`src/rtl/acw_pkg.sv`:
```
package acw_pkg;

  localparam int SAMPLE_W      = 16;
  localparam int OUT_W         = 24;
  localparam int Z_W           = 43;
  localparam int E_W           = 59;
  localparam int CNT_W         = 13;
  localparam int CNT_LIM       = 8191;
  localparam int BLOCK_MAX_DEF = 4096;
  localparam int STATE_W_DEF   = 24;
  localparam int COEF_W        = 16;
  localparam int FRAC_BITS     = 14;
  localparam int IN_SHIFT      = 5;
  localparam int NUM_STAGES    = 5;
  localparam int NUM_TAPS      = 5;
  localparam int LAST_A_STAGE  = 2;
  localparam int FIRST_C_STAGE = 3;
  localparam int NUM_SQ        = 3;
  localparam int IDX_W         = 3;
  localparam int SQ_W          = 2;

  typedef logic signed [COEF_W-1:0] coef_t;

  // per stage: b0, b1, b2, -a1, -a2 (feedback terms stored negated), Q2.14
  // stages 0..2 are the A cascade, stages 3..4 the C cascade
  localparam coef_t COEF [NUM_STAGES][NUM_TAPS] = '{
    '{ 16'sd4955,      16'sd0, -16'sd4955,  16'sd16368,  -16'sd6477},
    '{16'sd15512, -16'sd31025, 16'sd15512,  16'sd30964, -16'sd14701},
    '{16'sd16384, -16'sd10192,  16'sd1907, -16'sd10192,   16'sd1907},
    '{16'sd16148, -16'sd32296, 16'sd16148,  16'sd32313, -16'sd15935},
    '{ 16'sd1075,   16'sd2148,  16'sd1075,  16'sd19625,  -16'sd7538}
  };

  typedef enum logic [2:0] {
    S_IDLE,
    S_MUL,
    S_ACC,
    S_RND,
    S_SQ,
    S_OUT
  } state_t;

  typedef enum logic [SQ_W-1:0] {
    SQ_RAW,
    SQ_A,
    SQ_C
  } sq_sel_t;

  typedef struct packed {
    logic             load_in;
    logic             mul_en;
    logic             acc_clr;
    logic             acc_add;
    logic             rnd;
    logic             sq_mul;
    sq_sel_t          sq_sel;
    logic             sq_add;
    logic             tally_inc;
    logic             load_out;
    logic [IDX_W-1:0] stage;
    logic [IDX_W-1:0] tap;
  } dp_cmd_t;

  typedef struct packed {
    logic slot_free;
  } dp_stat_t;

endpackage

```
`src/rtl/acw_ctrl.sv`:
```
module acw_ctrl (
  input  logic              clk,
  input  logic              rst,
  input  logic              in_valid,
  output logic              in_ready,
  input  acw_pkg::dp_stat_t stat,
  output acw_pkg::dp_cmd_t  cmd
);

  acw_pkg::state_t               state, state_next;
  logic [acw_pkg::IDX_W-1:0]     tap, tap_next;
  logic [acw_pkg::IDX_W-1:0]     stage, stage_next;
  logic [acw_pkg::SQ_W-1:0]      sq, sq_next;

  always_ff @(posedge clk) begin
    if (rst) begin
      state <= acw_pkg::S_IDLE;
      tap   <= '0;
      stage <= '0;
      sq    <= '0;
    end else begin
      state <= state_next;
      tap   <= tap_next;
      stage <= stage_next;
      sq    <= sq_next;
    end
  end

  always_comb begin
    state_next = state;
    tap_next   = tap;
    stage_next = stage;
    sq_next    = sq;
    in_ready   = 1'b0;
    cmd        = '0;
    cmd.stage  = stage;
    cmd.tap    = tap;
    cmd.sq_sel = acw_pkg::SQ_RAW;
    unique case (state)
      acw_pkg::S_IDLE: begin
        in_ready = 1'b1;
        if (in_valid) begin
          cmd.load_in = 1'b1;
          tap_next    = '0;
          stage_next  = '0;
          state_next  = acw_pkg::S_MUL;
        end
      end
      acw_pkg::S_MUL: begin
        cmd.mul_en = 1'b1;
        // first tap clears the accumulator, later taps add the previous product
        if (tap == '0) begin
          cmd.acc_clr = 1'b1;
        end else begin
          cmd.acc_add = 1'b1;
        end
        if (tap == acw_pkg::IDX_W'(acw_pkg::NUM_TAPS - 1)) begin
          state_next = acw_pkg::S_ACC;
        end else begin
          tap_next = tap + 1'b1;
        end
      end
      acw_pkg::S_ACC: begin
        cmd.acc_add = 1'b1;
        state_next  = acw_pkg::S_RND;
      end
      acw_pkg::S_RND: begin
        cmd.rnd  = 1'b1;
        tap_next = '0;
        if (stage == acw_pkg::IDX_W'(acw_pkg::NUM_STAGES - 1)) begin
          sq_next    = '0;
          state_next = acw_pkg::S_SQ;
        end else begin
          stage_next = stage + 1'b1;
          state_next = acw_pkg::S_MUL;
        end
      end
      acw_pkg::S_SQ: begin
        if (sq < acw_pkg::SQ_W'(acw_pkg::NUM_SQ)) begin
          cmd.sq_mul = 1'b1;
          cmd.sq_sel = acw_pkg::sq_sel_t'(sq);
        end
        if (sq != '0) begin
          cmd.sq_add = 1'b1;
        end
        if (sq == acw_pkg::SQ_W'(acw_pkg::NUM_SQ)) begin
          cmd.tally_inc = 1'b1;
          state_next    = acw_pkg::S_OUT;
        end else begin
          sq_next = sq + 1'b1;
        end
      end
      acw_pkg::S_OUT: begin
        if (stat.slot_free) begin
          cmd.load_out = 1'b1;
          state_next   = acw_pkg::S_IDLE;
        end
      end
      default: begin
        state_next = acw_pkg::S_IDLE;
      end
    endcase
  end

endmodule

```
`src/rtl/acw_datapath.sv`:
```
module acw_datapath #(
  parameter int STATE_WIDTH = acw_pkg::STATE_W_DEF,
  parameter int BLOCK_MAX   = acw_pkg::BLOCK_MAX_DEF
) (
  input  logic                                clk,
  input  logic                                rst,
  input  acw_pkg::dp_cmd_t                    cmd,
  output acw_pkg::dp_stat_t                   stat,
  input  logic signed [acw_pkg::SAMPLE_W-1:0] sample,
  input  logic                                last,
  output logic                                out_valid,
  input  logic                                out_ready,
  output logic signed [acw_pkg::OUT_W-1:0]    a_sample,
  output logic signed [acw_pkg::OUT_W-1:0]    c_sample,
  output logic                                block_done,
  output logic [acw_pkg::Z_W-1:0]             z_energy,
  output logic [acw_pkg::E_W-1:0]             a_energy,
  output logic [acw_pkg::E_W-1:0]             c_energy,
  output logic [acw_pkg::CNT_W-1:0]           block_count
);

  localparam int HW     = (STATE_WIDTH > acw_pkg::OUT_W) ? STATE_WIDTH : acw_pkg::OUT_W;
  localparam int PROD_W = HW + acw_pkg::COEF_W;
  localparam int ACC_W  = PROD_W + 3;
  localparam int SQ_PW  = 2 * acw_pkg::OUT_W;
  localparam int NS     = acw_pkg::NUM_STAGES;
  localparam int CAP    = (BLOCK_MAX > acw_pkg::CNT_LIM) ? acw_pkg::CNT_LIM : BLOCK_MAX;
  localparam int OW     = acw_pkg::OUT_W;

  localparam logic signed [HW-1:0] Y_MAX =
    HW'((longint'(1) <<< (STATE_WIDTH - 1)) - longint'(1));
  localparam logic signed [HW-1:0] Y_MIN = -Y_MAX - HW'(1);

  function automatic logic [OW-1:0] sat_out(input logic [HW-1:0] v);
    logic hi_ok;
    hi_ok = (v[HW-1:OW-1] == {(HW-OW+1){v[HW-1]}});
    if (hi_ok) begin
      return v[OW-1:0];
    end else if (v[HW-1]) begin
      return {1'b1, {(OW-1){1'b0}}};
    end else begin
      return {1'b0, {(OW-1){1'b1}}};
    end
  endfunction

  // word registers
  logic signed [HW-1:0]                x_in;
  logic [acw_pkg::SAMPLE_W-1:0]        raw;
  logic                                last_q;

  // history ring, entry 0 always belongs to the stage being computed
  logic signed [HW-1:0]                x1 [NS];
  logic signed [HW-1:0]                x2 [NS];
  logic signed [HW-1:0]                y1 [NS];
  logic signed [HW-1:0]                y2 [NS];

  logic signed [HW-1:0]                y_cur;
  logic signed [HW-1:0]                a_y;
  logic signed [HW-1:0]                c_y;
  logic signed [PROD_W-1:0]            prod;
  logic signed [ACC_W-1:0]             acc;
  logic signed [SQ_PW-1:0]             sq_prod;
  acw_pkg::sq_sel_t                    sq_sel_q;

  logic [acw_pkg::Z_W-1:0]             z_sum;
  logic [acw_pkg::E_W-1:0]             a_sum;
  logic [acw_pkg::E_W-1:0]             c_sum;
  logic [acw_pkg::CNT_W-1:0]           tally;

  logic signed [HW-1:0]                stage_in;
  logic signed [HW-1:0]                mul_op;
  acw_pkg::coef_t                      coef_sel;
  logic signed [PROD_W-1:0]            mul_res;
  logic signed [ACC_W-1:0]             rnd_sum;
  logic signed [ACC_W-1:0]             rnd_shift;
  logic signed [HW-1:0]                y_new;
  logic [OW-1:0]                       a24;
  logic [OW-1:0]                       c24;
  logic signed [OW-1:0]                sq_op;
  logic signed [SQ_PW-1:0]             sq_res;
  logic [acw_pkg::Z_W:0]               z_add;
  logic [acw_pkg::E_W-1:0]             e_base;
  logic [acw_pkg::E_W:0]               e_add;

  // stage input: scaled sample for the first stage of each cascade
  assign stage_in = (cmd.stage == '0 ||
                     cmd.stage == acw_pkg::IDX_W'(acw_pkg::FIRST_C_STAGE)) ? x_in : y_cur;

  always_comb begin
    unique case (cmd.tap)
      3'd0:    mul_op = stage_in;
      3'd1:    mul_op = x1[0];
      3'd2:    mul_op = x2[0];
      3'd3:    mul_op = y1[0];
      3'd4:    mul_op = y2[0];
      default: mul_op = '0;
    endcase
  end

  assign coef_sel = acw_pkg::COEF[cmd.stage][cmd.tap];
  assign mul_res  = mul_op * coef_sel;

  // round half up then saturate to the state width
  assign rnd_sum   = acc + ACC_W'(1 << (acw_pkg::FRAC_BITS - 1));
  assign rnd_shift = rnd_sum >>> acw_pkg::FRAC_BITS;

  always_comb begin
    if (rnd_shift[ACC_W-1:STATE_WIDTH-1] ==
        {(ACC_W-STATE_WIDTH+1){rnd_shift[ACC_W-1]}}) begin
      y_new = HW'(signed'(rnd_shift[STATE_WIDTH-1:0]));
    end else if (rnd_shift[ACC_W-1]) begin
      y_new = Y_MIN;
    end else begin
      y_new = Y_MAX;
    end
  end

  assign a24 = sat_out(a_y);
  assign c24 = sat_out(c_y);

  always_comb begin
    unique case (cmd.sq_sel)
      acw_pkg::SQ_RAW: sq_op = {{(OW-acw_pkg::SAMPLE_W){raw[acw_pkg::SAMPLE_W-1]}}, raw};
      acw_pkg::SQ_A:   sq_op = a24;
      acw_pkg::SQ_C:   sq_op = c24;
      default:         sq_op = '0;
    endcase
  end

  assign sq_res = sq_op * sq_op;

  // squares are never negative, sums clip at all ones
  assign z_add  = {1'b0, z_sum} + {1'b0, sq_prod[acw_pkg::Z_W-1:0]};
  assign e_base = (sq_sel_q == acw_pkg::SQ_A) ? a_sum : c_sum;
  assign e_add  = {1'b0, e_base} +
                  {{(acw_pkg::E_W+2-SQ_PW){1'b0}}, sq_prod[SQ_PW-2:0]};

  assign stat.slot_free = !out_valid || out_ready;

  // payload and pipeline registers
  always_ff @(posedge clk) begin
    if (cmd.load_in) begin
      x_in   <= HW'(signed'({sample, {acw_pkg::IN_SHIFT{1'b0}}}));
      raw    <= sample;
      last_q <= last;
    end
    if (cmd.mul_en) begin
      prod <= mul_res;
    end
    if (cmd.acc_clr) begin
      acc <= '0;
    end else if (cmd.acc_add) begin
      acc <= acc + ACC_W'(prod);
    end
    if (cmd.rnd) begin
      y_cur <= y_new;
      if (cmd.stage == acw_pkg::IDX_W'(acw_pkg::LAST_A_STAGE)) begin
        a_y <= y_new;
      end
      if (cmd.stage == acw_pkg::IDX_W'(NS - 1)) begin
        c_y <= y_new;
      end
    end
    if (cmd.sq_mul) begin
      sq_prod  <= sq_res;
      sq_sel_q <= cmd.sq_sel;
    end
    if (cmd.load_out) begin
      a_sample   <= a24;
      c_sample   <= c24;
      block_done <= last_q;
      if (last_q) begin
        z_energy    <= z_sum;
        a_energy    <= a_sum;
        c_energy    <= c_sum;
        block_count <= tally;
      end else begin
        z_energy    <= '0;
        a_energy    <= '0;
        c_energy    <= '0;
        block_count <= '0;
      end
    end
  end

  // filter histories, rotated one stage per round step
  always_ff @(posedge clk) begin
    if (rst) begin
      for (int i = 0; i < NS; i++) begin
        x1[i] <= '0;
        x2[i] <= '0;
        y1[i] <= '0;
        y2[i] <= '0;
      end
    end else if (cmd.rnd) begin
      for (int i = 0; i < NS - 1; i++) begin
        x1[i] <= x1[i+1];
        x2[i] <= x2[i+1];
        y1[i] <= y1[i+1];
        y2[i] <= y2[i+1];
      end
      x1[NS-1] <= stage_in;
      x2[NS-1] <= x1[0];
      y1[NS-1] <= y_new;
      y2[NS-1] <= y1[0];
    end
  end

  // accumulators, count and output valid
  always_ff @(posedge clk) begin
    if (rst) begin
      z_sum     <= '0;
      a_sum     <= '0;
      c_sum     <= '0;
      tally     <= '0;
      out_valid <= 1'b0;
    end else begin
      if (cmd.sq_add) begin
        unique case (sq_sel_q)
          acw_pkg::SQ_RAW: z_sum <= z_add[acw_pkg::Z_W] ? '1 : z_add[acw_pkg::Z_W-1:0];
          acw_pkg::SQ_A:   a_sum <= e_add[acw_pkg::E_W] ? '1 : e_add[acw_pkg::E_W-1:0];
          acw_pkg::SQ_C:   c_sum <= e_add[acw_pkg::E_W] ? '1 : e_add[acw_pkg::E_W-1:0];
          default:         z_sum <= z_sum;
        endcase
      end
      if (cmd.tally_inc && tally < acw_pkg::CNT_W'(CAP)) begin
        tally <= tally + 1'b1;
      end
      if (cmd.load_out && last_q) begin
        z_sum <= '0;
        a_sum <= '0;
        c_sum <= '0;
        tally <= '0;
      end
      if (cmd.load_out) begin
        out_valid <= 1'b1;
      end else if (out_ready) begin
        out_valid <= 1'b0;
      end
    end
  end

endmodule

```
`src/rtl/a_c_weighting_energy_filter_unit.sv`:
```
// a/c weighting filter with block energy: each input word is a q1.15
// microphone sample; it is scaled to q4.20 and run through a three-stage
// a-weighting and a two-stage c-weighting direct-form-i biquad cascade
// (q2.14 coefficients, round half up, saturating q4.20 state). every word
// gives one output word with both weighted samples, saturated to 24 bits.
// the block also sums the squares of the raw, a and c samples and counts
// samples; on a word marked last the output carries those sums and the count
// (block_done high) and the sums and count clear, otherwise they read zero.
// the filter histories run on across blocks. all five biquad stages share a
// single multiply-accumulate unit that takes one tap per cycle; each stage
// steps through five taps, one accumulator drain and one round and saturate
// step. after the five stages the raw, a and c squares run through the
// shared squaring multiplier, and then the output register is loaded. no new
// word is taken before that load; the block is ready for the next word the
// cycle after the output register is loaded, while the result may still wait
// for out_ready. STATE_WIDTH sets the internal state width, BLOCK_MAX the
// count limit (capped at 8191).
module a_c_weighting_energy_filter_unit #(
  parameter int STATE_WIDTH = acw_pkg::STATE_W_DEF,
  parameter int BLOCK_MAX   = acw_pkg::BLOCK_MAX_DEF
) (
  input  logic                                clk,
  input  logic                                rst,
  // input word
  input  logic                                in_valid,
  output logic                                in_ready,
  input  logic signed [acw_pkg::SAMPLE_W-1:0] sample,
  input  logic                                last,
  // output word
  output logic                                out_valid,
  input  logic                                out_ready,
  output logic signed [acw_pkg::OUT_W-1:0]    a_sample,
  output logic signed [acw_pkg::OUT_W-1:0]    c_sample,
  output logic                                block_done,
  output logic [acw_pkg::Z_W-1:0]             z_energy,
  output logic [acw_pkg::E_W-1:0]             a_energy,
  output logic [acw_pkg::E_W-1:0]             c_energy,
  output logic [acw_pkg::CNT_W-1:0]           block_count
);

  // command and status between sequencer and datapath
  acw_pkg::dp_cmd_t  cmd;
  acw_pkg::dp_stat_t stat;

  // sequencer: walks stages and taps, then the squares, then the output load
  acw_ctrl u_ctrl (
    .clk      (clk),
    .rst      (rst),
    .in_valid (in_valid),
    .in_ready (in_ready),
    .stat     (stat),
    .cmd      (cmd)
  );

  // datapath: history ring, shared mac, squarer, accumulators, output register
  acw_datapath #(
    .STATE_WIDTH (STATE_WIDTH),
    .BLOCK_MAX   (BLOCK_MAX)
  ) u_datapath (
    .clk         (clk),
    .rst         (rst),
    .cmd         (cmd),
    .stat        (stat),
    .sample      (sample),
    .last        (last),
    .out_valid   (out_valid),
    .out_ready   (out_ready),
    .a_sample    (a_sample),
    .c_sample    (c_sample),
    .block_done  (block_done),
    .z_energy    (z_energy),
    .a_energy    (a_energy),
    .c_energy    (c_energy),
    .block_count (block_count)
  );

endmodule
```
`config.mk`:
```
export PLATFORM = sky130hd
export DESIGN_NAME = a_c_weighting_energy_filter_unit
export DESIGN_NICKNAME = d
export VERILOG_FILES = /design/src/rtl/acw_pkg.sv /design/src/rtl/acw_ctrl.sv /design/src/rtl/acw_datapath.sv /design/src/rtl/a_c_weighting_energy_filter_unit.sv
export SDC_FILE = /design/constraint.sdc
export NUM_CORES = 2
export LEC_CHECK = 0
export BUFFER_PORTS_ARGS = -buffer_cell sky130_fd_sc_hd__buf_2
export CAP_MARGIN = 5
export CORE_ASPECT_RATIO = 2
export CORE_MARGIN = 1
export CORE_UTILIZATION = 50
export CTS_BUF_LIST = sky130_fd_sc_hd__clkbuf_4 sky130_fd_sc_hd__clkbuf_8 sky130_fd_sc_hd__clkbuf_16
export CTS_CLUSTER_DIAMETER = 60
export DETAILED_ROUTE_END_ITERATION = 10
export HOLD_SLACK_MARGIN = 0.12
export PLACE_DENSITY = 0.74
export SYNTH_ARGS = -nofsm -noshare
export SYNTH_HDL_FRONTEND = slang
export SYNTH_SLANG_ARGS = --single-unit
```
`constraint.sdc`:
```
create_clock -name clk -period 18.7 [get_ports clk]
set_clock_uncertainty 0.1 [all_clocks]
set_input_delay 1.87 -clock clk [delete_from_list [all_inputs] [get_ports clk]]
set_output_delay 1.87 -clock clk [all_outputs]
set_load 0.05 [all_outputs]
```
==> results.md <==
- TritonCTS clock tree: built
- Root Buffer: clkbuf_16
- # IOs: 246
- Most frequent CP cell: fa_1
- Period utilization: 0.5799
- CP max stage cell: a21oi_1
- Cells after Synth: around 7,600
- Crit path DAT: between 10 and 15 ns
- Register area share after synthesis: 0.3805
- Setup TNS: 0 ns
- Initial antenna violation count: 11
- First-pass GRT wire length: around 360,000 um
- Worst-Skew Late Latency: 0.74 ns
- Hold Path Sink: u_datapath.acc[12]$_SDFFE_PP0P_
- Core ar.: approximately 160,000 sq um
- Gr ovfl total: 0
- DRC: 0
- Layout cell share with drive strength beyond 1: 0.08537
- Chip width: 287.5 um
- CTS max path bufs: 3
- Fmax: roughly 0.092 GHz
- Final Wtd Congestion: 1.022
- CTS resizes: 0
- DR vias: 56,900
- Placed Cells: between 9,000 and 10,000
- Crit-path max cell delay: 1.10 ns
- Tightest slew margin relative to the limit: 0.07902
- Syn Area/Cell: approximately 11 sq um
- Post-synth EDFFs: 880
- I/O Buffers: 245
- Worst-path clk slew: approximately 0.07 ns
- WHS Path Cells: 2
- # hold bufs at CTS: 0
- Largest net degree at the start of global routing: approximately 190
- CTS Sinks: ~1,100
- Type of origin of the critical path: flip-flop
- Final setup viols: 0
- RSZ-0062 raised after global routing: no
- Tmin final: about 11 ns
- Outcome: completed
- Worst-Margin Slew: about 1.4 ns
- Die area: around 160,000 sq um
- Critical path class: reg -> reg
- Nets: slightly above 9,000
- Drt via density: between 5 and 6
- Detailed-route wire length: ~230,000 um
- HPWL after DPL: ~180,000 um
- Max Cap Viol: 0
- Hold Violations, Final: 0
- R2r startpoint: u_ctrl.tap[0]$_SDFFE_PP0P_
- FF-to-FF path depth: 28
- Area of the multi-input gates: 45,210 sq um
- Router iterations before antenna repair: 8
- Slack of the worst reg-to-reg path: around 7.9 ns
- Ys async rst share: 0
- Critical R2R Capture: u_datapath.prod[38]$_DFFE_PP_
- Worst Setup End Kind: flip-flop
- Synthesized area: between 80,000 and 90,000 sq um
- Netlist cell types: just over 90
- Sequential cell area: 31,010 sq um
- Final Max Slew Viols: 0
- Number of global-route vias before repair: approximately 61,000
- Starting density of the core: 0.5035
- Wire per inst: between 20 and 25 um
- Iter 0 DRT Violations: 3,972
- Ys flop type: edfxtp_1
- Fillers: between 10,000 and 15,000
- HP Class: reg -> reg
- Post-CTS Setup Repair Bufs: 0
- Flop and latch count out of synthesis: about 1,100
- Synth-to-Final Area Change: 8.556%
- Std-Cell Rows: approximately 210
- Synthesis Warnings: 0
- Worst Path Max Fanout: 28
- Syn nets: between 8,000 and 9,000
- Req. time, crit path: 19.05 ns
- Die Span Y: ~570 um
- CTS H-tree depth: 3
- Layout Cells excl Fill: between 9,000 and 10,000
- Routed Antenna Nets: 0
- Hold path start: u_datapath.acc[12]$_SDFFE_PP0P_
- Total Routing Usage GR: 0.2891
- CTS Buf Count: 98
## metal layers
| layer | routed length, um | vias up | track usage |
|---|---|---|---|
| li1 | - | 25369 | - |
| met4 | 24410 | 6 | 0.2542 |
| met2 | 120600 | 2333 | 0.5130 |
| met5 | 43 | - | 0 |
| met1 | 75970 | 28312 | 0.2906 |
| met3 | 13710 | 880 | 0.04324 |
## state kept, by name, indices dropped and copies added, names as in the netlist, 3 cells and up
register                flops
u_datapath.c24             24
u_datapath.a_sum           59
u_datapath.y1             120
u_datapath.z_sum           43
u_datapath.block_count     13
u_datapath.acc             43
u_datapath.c_energy        59
u_datapath.a_energy        59
u_datapath.x2             120
u_datapath.tally           13
u_datapath.raw             16
u_ctrl.state                3
u_datapath.prod            40
u_ctrl.tap                  3
u_ctrl.stage                3
u_datapath.sq_prod         46
u_datapath.x1             120
u_datapath.c_sum           59
u_datapath.c_sample        24
u_datapath.a24             24
u_datapath.z_energy        43
u_datapath.a_sample        24
u_datapath.y2             120
u_datapath.y_cur           24
## per-stage QoR
stage	hold WS, ns	worst slack [ns]	instance area [sq um]	utilization
2_1_floorplan	0.3266	3.899	81500	-
3_3_place_gp	0.3454	8.093	84930	0.5247
3_5_place_dp	0.3496	7.890	84930	0.5247
4_1_cts	0.3706	7.859	88460	0.5465
5_1_grt	0.3837	7.346	88460	0.5465
6_report	0.3678	7.855	88470	0.5466
## worst max-delay path, delay by kind of cell, from the launching register on
family                   cells  cell delay (ns)
XOR/XNOR                     1             0.09
flip-flops                   1             0.97
adder cells (fa/ha/maj)      8             3.91
buffers and inverters        6             1.21
AO/OA/AOI/OAI                8             2.83
AND/OR/NAND/NOR              5             1.40
## worst max-delay path by stage
stage,slack [ns],start,to,cells after the start
4_1_cts,7.86,u_ctrl.sq[0]$_SDFFE_PP0P_,u_datapath.sq_prod[37]$_DFFE_PP_,30
6_report,7.86,u_ctrl.tap[0]$_SDFFE_PP0P_,u_datapath.prod[38]$_DFFE_PP_,28
2_1_floorplan,3.90,rst,u_datapath.x1[0][0]$_SDFFCE_PN0P_,3
5_1_grt,7.35,u_ctrl.tap[0]$_SDFFE_PP0P_,u_datapath.prod[38]$_DFFE_PP_,28
3_5_place_dp,7.89,u_ctrl.sq[0]$_SDFFE_PP0P_,u_datapath.sq_prod[37]$_DFFE_PP_,30
3_3_place_gp,8.09,u_ctrl.sq[0]$_SDFFE_PP0P_,u_datapath.sq_prod[37]$_DFFE_PP_,30
## placed cells by master (no fill, tap or decap), types with 18 or more instances in the layout
master | netlist | layout
a21o_1 | 115 | 114
a221oi_1 | 19 | 19
mux2_2 | 52 | 52
xor2_1 | 98 | 98
o221a_2 | 23 | 23
buf_4 | 2 | 100
o31ai_1 | 23 | 21
nand3_1 | 74 | 74
xnor2_1 | 158 | 158
o21bai_1 | 29 | 29
o21a_1 | 34 | 34
inv_1 | 1075 | 1075
a21oi_1 | 404 | 401
o21ai_0 | 244 | 241
nor2b_1 | 51 | 49
mux2i_1 | 35 | 35
and3_1 | 41 | 40
and2_1 | 630 | 629
nand2_1 | 624 | 623
ha_1 | 384 | 383
o211ai_1 | 18 | 18
edfxtp_1 | 880 | 880
nand2b_1 | 44 | 42
nor2_1 | 601 | 598
fa_1 | 921 | 921
dfxtp_1 | 229 | 229
buf_2 | 11 | 245
clkbuf_16 | 0 | 98
nand4_1 | 40 | 40
a22oi_1 | 47 | 47
nor3_1 | 37 | 36
a211oi_1 | 88 | 88
a31oi_1 | 43 | 43
## logic make-up after synthesis
| family | Yosys count | share of synthesized area |
|---|---|---|
| AOI/OAI and AO/OA | 1224 | 0.09638 |
| DFF | 1109 | 0.3805 |
| muxes | 87 | 0.01148 |
| adders and majority gates | 1305 | 0.2852 |
| and+or+nand+nor | 2229 | 0.1327 |
| xor gates and xnor gates | 256 | 0.02751 |
| buffers and inverters | 1406 | 0.06623 |
## cell usage after synthesis, drive strengths merged, types with 47 or more instances
library cell,count,area share
nand2,624,0.029
a22oi,47,0.0043
xor2,98,0.011
a211oi,88,0.0081
xnor2,158,0.017
dfxtp,229,0.056
ha,384,0.059
and2,634,0.049
inv,1075,0.050
nor2b,51,0.0039
nor2,601,0.028
a21oi,404,0.025
mux2,52,0.0072
fa,921,0.23
a21o,117,0.011
edfxtp,880,0.32
o21ai,253,0.016
nand3,74,0.0045
clkbuf,285,0.013
## layout make-up
cell class	instances	share of cell area
antenna	4	0.0001131
clock buffer	117	0.02954
clock inverter	69	0.01044
inverter	1083	0.04595
multi-input combinational	5101	0.5110
sequential	1109	0.3505
tap	2110	0.02984
timing repair buffer	346	0.02257
Power is not shown: default switching activity piles up to over one toggle a cycle in this logic, so the estimate is an artifact.
